$ cat src/hdl/sip4_pkg.sv
// Shared types, mode codes and rounding averages for the 4x4 sub-block intra predictor.
package sip4_pkg;

    localparam int PixW     = 8;
    localparam int AboveN   = 8;
    localparam int LeftN    = 4;
    localparam int BlkN     = 4;
    localparam int RowW     = BlkN * PixW;
    localparam int InDataW  = PixW + AboveN * PixW + LeftN * PixW;
    localparam int OutDataW = BlkN * RowW;

    typedef enum logic [3:0] {
        MODE_DC = 4'd0,
        MODE_TM = 4'd1,
        MODE_VE = 4'd2,
        MODE_HE = 4'd3,
        MODE_LD = 4'd4,
        MODE_RD = 4'd5,
        MODE_VR = 4'd6,
        MODE_VL = 4'd7,
        MODE_HD = 4'd8,
        MODE_HU = 4'd9
    } mode_t;

    typedef logic [PixW-1:0] pix_t;

    // (a + b + 1) >> 1
    function automatic pix_t av2(input pix_t a, input pix_t b);
        logic [PixW:0] s;
        s = {1'b0, a} + {1'b0, b} + {{PixW{1'b0}}, 1'b1};
        return s[PixW:1];
    endfunction

    // (a + 2b + c + 2) >> 2
    function automatic pix_t av3(input pix_t a, input pix_t b, input pix_t c);
        logic [PixW+1:0] s;
        s = {2'b00, a} + {1'b0, b, 1'b0} + {2'b00, c} + {{PixW{1'b0}}, 2'b10};
        return s[PixW+1:2];
    endfunction

endpackage

$ cat src/hdl/sip4_pred.sv
// Combinational 4x4 prediction for the ten sub-block modes.
module sip4_pred
    import sip4_pkg::*;
(
    input  logic [3:0]          op,
    input  pix_t                corner,
    input  logic [AboveN*PixW-1:0] above_row,
    input  logic [LeftN*PixW-1:0]  left_col,
    output logic [OutDataW-1:0] rows
);

    pix_t              a [AboveN+1];
    pix_t              l [LeftN];
    pix_t              e [13];
    pix_t              b [BlkN][BlkN];
    logic [PixW+2:0]   dc_sum;
    logic signed [PixW+1:0] tm_v;

    always_comb begin
        for (int c = 0; c < AboveN; c++) begin
            a[c] = above_row[PixW*c +: PixW];
        end
        a[AboveN] = a[AboveN-1];
        for (int r = 0; r < LeftN; r++) begin
            l[r] = left_col[PixW*r +: PixW];
        end
        // edge line: left bottom-up, corner, above row
        for (int r = 0; r < LeftN; r++) begin
            e[r] = l[LeftN-1-r];
        end
        e[4] = corner;
        for (int c = 0; c < AboveN; c++) begin
            e[5+c] = a[c];
        end

        dc_sum = 11'd4;
        for (int c = 0; c < BlkN; c++) begin
            dc_sum = dc_sum + {3'b000, a[c]} + {3'b000, l[c]};
        end

        tm_v = '0;
        for (int r = 0; r < BlkN; r++) begin
            for (int c = 0; c < BlkN; c++) begin
                b[r][c] = '0;
            end
        end

        case (op)
            MODE_DC: begin
                for (int r = 0; r < BlkN; r++) begin
                    for (int c = 0; c < BlkN; c++) begin
                        b[r][c] = dc_sum[PixW+2:3];
                    end
                end
            end
            MODE_TM: begin
                for (int r = 0; r < BlkN; r++) begin
                    for (int c = 0; c < BlkN; c++) begin
                        tm_v = signed'({2'b00, l[r]}) + signed'({2'b00, a[c]})
                             - signed'({2'b00, corner});
                        if (tm_v < 0) begin
                            b[r][c] = '0;
                        end else if (tm_v > 10'sd255) begin
                            b[r][c] = '1;
                        end else begin
                            b[r][c] = tm_v[PixW-1:0];
                        end
                    end
                end
            end
            MODE_VE: begin
                for (int c = 0; c < BlkN; c++) begin
                    for (int r = 0; r < BlkN; r++) begin
                        b[r][c] = av3(e[4+c], e[5+c], e[6+c]);
                    end
                end
            end
            MODE_HE: begin
                for (int c = 0; c < BlkN; c++) begin
                    b[0][c] = av3(corner, l[0], l[1]);
                    b[1][c] = av3(l[0], l[1], l[2]);
                    b[2][c] = av3(l[1], l[2], l[3]);
                    b[3][c] = av3(l[2], l[3], l[3]);
                end
            end
            MODE_LD: begin
                for (int r = 0; r < BlkN; r++) begin
                    for (int c = 0; c < BlkN; c++) begin
                        b[r][c] = av3(a[r+c], a[r+c+1], a[r+c+2]);
                    end
                end
            end
            MODE_RD: begin
                for (int r = 0; r < BlkN; r++) begin
                    for (int c = 0; c < BlkN; c++) begin
                        b[r][c] = av3(e[3-r+c], e[4-r+c], e[5-r+c]);
                    end
                end
            end
            MODE_VR: begin
                b[3][0] = av3(e[1], e[2], e[3]);
                b[2][0] = av3(e[2], e[3], e[4]);
                b[3][1] = av3(e[3], e[4], e[5]);
                b[1][0] = b[3][1];
                b[2][1] = av2(e[4], e[5]);
                b[0][0] = b[2][1];
                b[3][2] = av3(e[4], e[5], e[6]);
                b[1][1] = b[3][2];
                b[2][2] = av2(e[5], e[6]);
                b[0][1] = b[2][2];
                b[3][3] = av3(e[5], e[6], e[7]);
                b[1][2] = b[3][3];
                b[2][3] = av2(e[6], e[7]);
                b[0][2] = b[2][3];
                b[1][3] = av3(e[6], e[7], e[8]);
                b[0][3] = av2(e[7], e[8]);
            end
            MODE_VL: begin
                b[0][0] = av2(a[0], a[1]);
                b[1][0] = av3(a[0], a[1], a[2]);
                b[2][0] = av2(a[1], a[2]);
                b[0][1] = b[2][0];
                b[1][1] = av3(a[1], a[2], a[3]);
                b[3][0] = b[1][1];
                b[2][1] = av2(a[2], a[3]);
                b[0][2] = b[2][1];
                b[3][1] = av3(a[2], a[3], a[4]);
                b[1][2] = b[3][1];
                b[2][2] = av2(a[3], a[4]);
                b[0][3] = b[2][2];
                b[3][2] = av3(a[3], a[4], a[5]);
                b[1][3] = b[3][2];
                b[2][3] = av3(a[4], a[5], a[6]);
                b[3][3] = av3(a[5], a[6], a[7]);
            end
            MODE_HD: begin
                b[3][0] = av2(e[0], e[1]);
                b[3][1] = av3(e[0], e[1], e[2]);
                b[2][0] = av2(e[1], e[2]);
                b[3][2] = b[2][0];
                b[2][1] = av3(e[1], e[2], e[3]);
                b[3][3] = b[2][1];
                b[2][2] = av2(e[2], e[3]);
                b[1][0] = b[2][2];
                b[2][3] = av3(e[2], e[3], e[4]);
                b[1][1] = b[2][3];
                b[1][2] = av2(e[3], e[4]);
                b[0][0] = b[1][2];
                b[1][3] = av3(e[3], e[4], e[5]);
                b[0][1] = b[1][3];
                b[0][2] = av3(e[4], e[5], e[6]);
                b[0][3] = av3(e[5], e[6], e[7]);
            end
            MODE_HU: begin
                b[0][0] = av2(l[0], l[1]);
                b[0][1] = av3(l[0], l[1], l[2]);
                b[0][2] = av2(l[1], l[2]);
                b[1][0] = b[0][2];
                b[0][3] = av3(l[1], l[2], l[3]);
                b[1][1] = b[0][3];
                b[1][2] = av2(l[2], l[3]);
                b[2][0] = b[1][2];
                b[1][3] = av3(l[2], l[3], l[3]);
                b[2][1] = b[1][3];
                b[2][2] = l[3];
                b[2][3] = l[3];
                for (int c = 0; c < BlkN; c++) begin
                    b[3][c] = l[3];
                end
            end
            default: begin
            end
        endcase
    end

    always_comb begin
        for (int r = 0; r < BlkN; r++) begin
            for (int c = 0; c < BlkN; c++) begin
                rows[RowW*r + PixW*c +: PixW] = b[r][c];
            end
        end
    end

endmodule

$ cat src/hdl/subblock_intra_predictor_4x4.sv
// A word accepted into the input register passes through the result register to m_tvalid.
// Throughput: one word per cycle while m_tready is high; the result register refills in the cycle it is taken.
// The prediction itself is one level of average/clamp logic between the two registers.
// Reset (aresetn low, synchronous) clears both valid flags; data registers are not reset.
// Top level of the 4x4 sub-block intra predictor.
module subblock_intra_predictor_4x4
    import sip4_pkg::*;
(
    input  logic                aclk,
    input  logic                aresetn,
    input  logic                s_tvalid,
    output logic                s_tready,
    input  logic [InDataW-1:0]  s_tdata,   // corner[7:0], above_row[71:8], left_col[103:72]
    input  logic [3:0]          s_tuser,   // op[3:0]
    output logic                m_tvalid,
    input  logic                m_tready,
    output logic [OutDataW-1:0] m_tdata    // row_zero, row_one, row_two, row_three, 32b each
);

    logic                  s1_valid_reg;
    logic [3:0]            s1_op_reg;
    logic [InDataW-1:0]    s1_data_reg;
    logic                  out_valid_reg;
    logic [OutDataW-1:0]   out_data_reg;
    logic [OutDataW-1:0]   out_data_next;
    logic                  out_load;
    logic                  s1_load;

    assign out_load = !out_valid_reg || m_tready;
    assign s_tready = !s1_valid_reg || out_load;
    assign s1_load  = s_tvalid && s_tready;

    sip4_pred u_pred (
        .op        (s1_op_reg),
        .corner    (s1_data_reg[PixW-1:0]),
        .above_row (s1_data_reg[PixW +: AboveN*PixW]),
        .left_col  (s1_data_reg[PixW + AboveN*PixW +: LeftN*PixW]),
        .rows      (out_data_next)
    );

    always_ff @(posedge aclk) begin
        if (!aresetn) begin
            s1_valid_reg  <= 1'b0;
            out_valid_reg <= 1'b0;
        end else begin
            if (s_tready) begin
                s1_valid_reg <= s_tvalid;
            end
            if (out_load) begin
                out_valid_reg <= s1_valid_reg;
            end
        end
    end

    always_ff @(posedge aclk) begin
        if (s1_load) begin
            s1_op_reg   <= s_tuser;
            s1_data_reg <= s_tdata;
        end
        if (out_load && s1_valid_reg) begin
            out_data_reg <= out_data_next;
        end
    end

    assign m_tvalid = out_valid_reg;
    assign m_tdata  = out_data_reg;

`ifndef SYNTHESIS
    a_accept_fills_s1: assert property (@(posedge aclk) disable iff (!aresetn)
        s1_load |=> s1_valid_reg)
        else $error("accepted word did not reach input register");

    a_full_blocks_input: assert property (@(posedge aclk) disable iff (!aresetn)
        (s1_valid_reg && out_valid_reg && !m_tready) |-> !s_tready)
        else $error("input accepted while both stages full and stalled");

    a_s1_moves_to_out: assert property (@(posedge aclk) disable iff (!aresetn)
        (s1_valid_reg && out_load) |=> m_tvalid)
        else $error("input register word lost on transfer");

    a_reset_clears: assert property (@(posedge aclk)
        !aresetn |=> (!m_tvalid && !s1_valid_reg))
        else $error("valid flags not cleared by reset");
`endif

endmodule

$ cat config.mk
export PLATFORM = sky130hd
export DESIGN_NAME = subblock_intra_predictor_4x4
export DESIGN_NICKNAME = d
export VERILOG_FILES = /design/src/hdl/sip4_pkg.sv /design/src/hdl/sip4_pred.sv /design/src/hdl/subblock_intra_predictor_4x4.sv
export SDC_FILE = /design/constraint.sdc
export NUM_CORES = 2
export LEC_CHECK = 0
export BUFFER_PORTS_ARGS = -buffer_cell sky130_fd_sc_hd__buf_4
export CAP_MARGIN = 20
export CORE_AREA = 2 2 240 242
export DETAILED_ROUTE_END_ITERATION = 6
export DIE_AREA = 0 0 242 244
export GPL_TIMING_DRIVEN = 0
export PLACE_DENSITY_LB_ADDON = 0.15
export SETUP_SLACK_MARGIN = 0.15
export SLEW_MARGIN = 20
export SYNTH_ARGS = -nofsm -noshare
export SYNTH_HDL_FRONTEND = slang
export SYNTH_HIERARCHICAL = 1
export SYNTH_SLANG_ARGS = --single-unit
$ cat constraint.sdc
create_clock -name aclk -period 6.8 [get_ports aclk]
set_input_delay 0.68 -clock aclk [delete_from_list [all_inputs] [get_ports aclk]]
set_output_delay 0.68 -clock aclk [all_outputs]
set_load 0.1 [all_outputs]
Word level (Yosys, flattened, before mapping)
Cells that the tools add are included.
{"block": "totals", "register_bits": 238, "in_bits": 112, "mem_bits_ro": 0, "memories": 0, "out_inout_bits": 130, "word_cells": 192, "mem_bits_rw": 0, "latch_bits": 0}
{"block": "op_classes", "multipliers": 0, "shifts": 0, "n_reduce_logical": 7, "order_cmp": 32, "bitwise_logic": 0, "n_addsub": 106, "n_div": 0, "mux": 33, "eq_ne": 9}
{"op": "case mux 128 bit (10 select lines)", "n": 1}
{"op": "two-way mux 8 bit", "n": 32}
{"op": "adder 8 x 8 -> 9 bit", "n": 25}
{"op": "adder 10 x 2 -> 10 bit (second input constant)", "n": 16}
{"op": "adder 10 x 8 -> 10 bit", "n": 16}
{"op": "adder 8 x 9 -> 10 bit", "n": 16}
{"op": "> comparator 10 x 9 -> 1 bit (second input constant)", "n": 16}
{"op": "< comparator 10 x 1 -> 1 bit (second input constant)", "n": 16}
{"op": "subtractor 9 x 8 -> 10 bit", "n": 16}
{"op": "adder 9 x 1 -> 9 bit (second input constant)", "n": 9}
{"op": "adder 11 x 8 -> 11 bit", "n": 7}
{"op": "equality test 4 x 3 -> 1 bit (second input constant)", "n": 4}
{"op": "adder 3 x 8 -> 9 bit (first input constant)", "n": 1}
{"op": "equality test 4 x 2 -> 1 bit (second input constant)", "n": 2}
{"op": "equality test 4 bit (second input constant)", "n": 2}
{"op": "equality test 4 x 1 -> 1 bit (second input constant)", "n": 1}
{"op": "logical NOT 4 bit", "n": 1}
{"op": "logical AND 1 bit", "n": 2}
{"op": "logical NOT 1 bit", "n": 2}
{"op": "logical OR 1 bit", "n": 2}

Depth between registers and ports, before layout
{"block": "logic_depth", "ltp_word": 9, "depth_mapped": 16, "depth_no_buf": 16}

By module
The synthesis kept the hierarchy.
{"mod": "sip4_pred", "instances": 1, "area_each_um2": 24582.3, "cells_each": 3254}
{"mod": "subblock_intra_predictor_4x4", "instances": 1, "area_each_um2": 7190.6, "cells_each": 245}

Worst setup path before layout
No wires, ideal clock.
{"block": "synth_path", "kind": "reg-to-reg", "startpoint": "register out_valid_reg (netlist: m_tvalid)", "endpoint": "register out_data_reg[0] (netlist: m_tdata[0]) (enable)", "period_less_slack_ns": 7.229, "path_stages_with_launch": 3, "n_path_buf": 0, "t_required_ns": 6.169, "setup_slack_ns": -0.429, "setup_time_ns": 0.631, "arrival_time_ns": 6.597, "path_cell_list": "dfxtp_1 > nor2b_4 > nor2b_1"}
{"block": "synth_between", "elab_chain_len": 3}
{"element": "start: declaration", "line_no": "subblock_intra_predictor_4x4.sv:23", "source": "logic out_valid_reg;"}
{"element": "start signal: assignment", "line_no": "subblock_intra_predictor_4x4.sv:50", "source": "out_valid_reg <= s1_valid_reg;"}
{"element": "logical NOT 1 bit", "line_no": "subblock_intra_predictor_4x4.sv:29", "source": "assign out_load = !out_valid_reg || m_tready;"}
{"element": "logical OR 1 bit", "line_no": "subblock_intra_predictor_4x4.sv:29"}
{"element": "logical AND 1 bit", "line_no": "subblock_intra_predictor_4x4.sv:60", "source": "if (out_load && s1_valid_reg) begin"}
{"element": "end signal: assignment", "line_no": "subblock_intra_predictor_4x4.sv:61", "source": "out_data_reg <= out_data_next;"}
{"element": "end: declaration", "line_no": "subblock_intra_predictor_4x4.sv:24", "source": "logic [OutDataW-1:0] out_data_reg;"}
No other way between the ends.
A chain may end at the register's enable or synchronous reset.

Worst setup path after layout
{"block": "layout_path", "startpoint": "register s1_data_reg[81]", "endpoint": "register out_data_reg[102] (netlist: m_tdata[102]), data pin"}
{"block": "layout_between", "elab_chain_len": 6}
{"element": "start: declaration", "line_no": "subblock_intra_predictor_4x4.sv:22", "source": "logic [InDataW-1:0] s1_data_reg;"}
{"element": "start signal: assignment", "line_no": "subblock_intra_predictor_4x4.sv:58", "source": "s1_data_reg <= s_tdata;"}
{"element": "adder 11 x 8 -> 11 bit (5 in a row)", "line_no": "sip4_pred.sv:38", "source": "dc_sum = dc_sum + {3'b000, a[c]} + {3'b000, l[c]};"}
{"element": "case mux 128 bit (10 select lines) *", "line_no": "sip4_pred.sv:48", "source": "case (op)"}
{"element": "net out_data_next[102]", "line_no": "subblock_intra_predictor_4x4.sv:25", "source": "logic [OutDataW-1:0] out_data_next;"}
Mark *: on every way through the listed nets, which the timed path passes. The rest lies on a longest branch.

==> results.tsv <==
metric	value	unit
DR vias	35300	
syn nets	4210	
Buffers on Ports	241	
drt pass-1 iters	7	
period utilization	1.005	
Setup WS pre-CTS	-0.3643	ns
Mapped Cells	3499	
max cap viols	2	
H-tree depth	1	
worst skew pair latency	0.60	ns
share of cells above drive strength 1	0.1278	
Slew Viols, Final	2	
antenna viol nets, final	0	
CP required	7.05	ns
failing checks	DRC, capacitance limit, slew limit, setup timing	
PD cells	278.4	nW/um2
Mapped Area	31770	um2
Syn. warnings	6	
antenna violations before repair	18	
crit-path max FO	7	
endpoints failing hold	0	
clk buf depth	3	
nature of the critical path endpoint	flop	
vias per cell	7.584	
Worst Hold Class	input pin to flop	
clk sink count	238	
Seq cells post-synth	238	
initial drt markers	6949	
VDD IR max	0.2953	mV
CTS Root Cell	clkbuf_16	
Final WS setup	-0.03485	ns
GPL Wtd Cong	1.237	
Slew @ Worst Pin	1.500	ns
Initial Utilization	0.5657	
ys async rst share	0	
Lkg Pwr	16.04	nW
RSZ-0062 raised after global routing	no	
Die Span Y	244	um
clk_skew	0.03765	ns
setup TNS	-0.03485	ns
synthesized area per cell	9.081	um2
NumNets Final	4583	
die width	242	um
Largest register FFs	128	
count of cell types in the netlist	101	
crit path time final	6.835	ns
endpoints failing setup	1	
final WL	185300	um
fmax	146.3	MHz
startpoint types	flop	
DR WL/cell	39.82	um
post-DP HPWL	143200	um
CP Class	flop to flop	
Worst-path clk slew	0.08	ns
max_slew headroom	-0.007930	
Post-synth EDFFs	236	
FILL cells	4375	
CTS buffer count	26	
CP arrival	7.09	ns
largest net degree at the start of global routing	33	
number of global-route vias before repair	32270	
Core Footprint	56170	um2
clock tree from TritonCTS	yes	
DRC	205	
die area	59050	um2
GR Overflow Total	0	
top_reg_cell synth	edfxtp_1	
Seq/Total Area, Yosys	0.2243	
I/O pin cnt	242	
global-route wire length before repair	247100	um
status	complete, but fails checks	
P&R area growth vs syn	16.14	%
Tot GR Track Use	0.6051	
fin util	0.6570	
row count	87	
==> synthesized netlist by cell type (all sizes together), types with 11 or more instances <==
| cell type | count | area [um2] |
|---|---|---|
| clkbuf | 49 | 183.9 |
| nand2 | 207 | 777.0 |
| o22ai | 43 | 269.0 |
| nand3 | 116 | 590.6 |
| edfxtp | 236 | 7087 |
| or3 | 24 | 156.4 |
| ha | 336 | 4204 |
| a21oi | 185 | 940.9 |
| a21o | 50 | 375.4 |
| and3 | 24 | 151.4 |
| a22oi | 13 | 102.6 |
| a21boi | 19 | 142.6 |
| nand4 | 63 | 394.1 |
| o31ai | 19 | 142.6 |
| o21bai | 21 | 157.7 |
| nor4 | 58 | 362.9 |
| inv | 355 | 1333 |
| fa | 263 | 5265 |
| o2111ai | 28 | 245.2 |
| nor2b | 37 | 239.0 |
| xnor2 | 133 | 1184 |
| mux2i | 11 | 122.6 |
| nand2b | 26 | 162.7 |
| or2 | 25 | 156.4 |
| o31a | 34 | 299.0 |
| and2 | 30 | 187.7 |
| a31oi | 17 | 106.4 |
| o21a | 59 | 442.9 |
| nor2 | 334 | 1254 |
| a221oi | 11 | 96.34 |
| nor3 | 97 | 485.5 |
| a211oi | 55 | 412.9 |
| xor2 | 52 | 455.4 |
| a2111oi | 20 | 181.4 |
| buf | 16 | 75.07 |
| a211o | 27 | 237.7 |
| o21ai | 226 | 1146 |
| o211ai | 31 | 237.7 |
==> kinds of logic after synthesis <==
| family | after synthesis | synth area share |
|---|---|---|
| and+or+nand+nor | 1103 | 0.1722 |
| adders and majority gates | 599 | 0.2980 |
| AOI/OAI and AO/OA | 943 | 0.2000 |
| buffers and inverters | 420 | 0.05009 |
| DFF | 238 | 0.2243 |
| muxes | 11 | 0.003859 |
| xor gates and xnor gates | 185 | 0.05159 |
==> critical path, stage by stage (launching register included) <==
cell       delay [ns]
edfxtp_1         0.74
inv_1            0.52
fa_1             0.64
inv_1            0.06
fa_1             0.44
fa_1             0.52
inv_1            0.05
fa_1             0.47
inv_1            0.04
ha_1             0.24
or3_1            0.37
o221a_4          0.27
a21oi_4          0.19
mux2i_4          0.63
o211ai_1         0.18
buf_4            0.22
a2111oi_1        0.58
nand4_1          0.31
==> cell usage in the layout (no fill, tap or decap), types with 59 or more instances in the layout <==
cell type,count
ha_1,336
xnor2_1,127
fa_1,263
nor2_1,333
inv_1,335
nor3_1,92
edfxtp_1,236
o21a_1,59
nand3_1,114
a21oi_1,182
buf_4,297
nand2_1,207
nand4_1,63
o21ai_0,208
==> layer usage <==
layer  GRT usage  part of all wire
met5     0.01471            0.0031
met4      0.5775              0.13
met3      0.3457              0.18
met2      0.7838              0.37
met1      0.6855              0.32
==> stage by stage <==
step | std cells | hold slack, ns | power (W) | instance area, um2
floorplan | 3499 | 0.5501 | 0.006094 | 31780
global route | 4647 | 0.2631 | 0.01040 | 36880
detailed placement | 4539 | 0.5546 | 0.008226 | 35380
global placement | 4496 | 0.5276 | 0.007977 | 34530
finish | 4654 | 0.2532 | 0.01027 | 36900
CTS | 4596 | 0.2458 | 0.009682 | 36310
==> report_power, final <==
part	total, W	internal, W	switching [W]
Combinational	0.00682	0.00210	0.00473
Sequential	0.00204	0.00186	0.000187
Clock	0.00141	0.000766	0.000643
Total	0.0103	0.00472	0.00556
==> area by class of cell <==
cell class	count	area (um2)	area share
buffer	65	262.8	0.007121
multi-input combinational	2841	23230	0.6296
clock buffer	31	690.7	0.01872
sequential	238	7127	0.1931
inverter	355	1393	0.03774
antenna	8	20.02	0.0005425
tap	756	945.9	0.02563
timing repair buffer	345	3108	0.08423
clock inverter	15	122.6	0.003323
==> repair_timing <==
| action | CTS | global route |
|---|---|---|
| pin swaps | 1 | 0 |
| hold buffers | 0 | 0 |
| endpoints found under the setup margin | 10 | 84 |
| gates resized for setup | 8 | 14 |
| setup buffers | 11 | 42 |
==> path summary, 6_finish.rpt <==
| path | slack (ns) | endpoint | startpoint | depth (start not counted) |
|---|---|---|---|---|
| max | -0.03 | m_tdata[102] | s1_data_reg[81] | 17 |
| min | 0.25 | s1_data_reg[74] | s_tdata[74] | 1 |
| min reg2reg | 0.56 | s1_valid_reg | m_tvalid | 2 |
| max reg2reg | -0.03 | m_tdata[102] | s1_data_reg[81] | 17 |
Note: power is estimated with default switching activity, not from simulation.
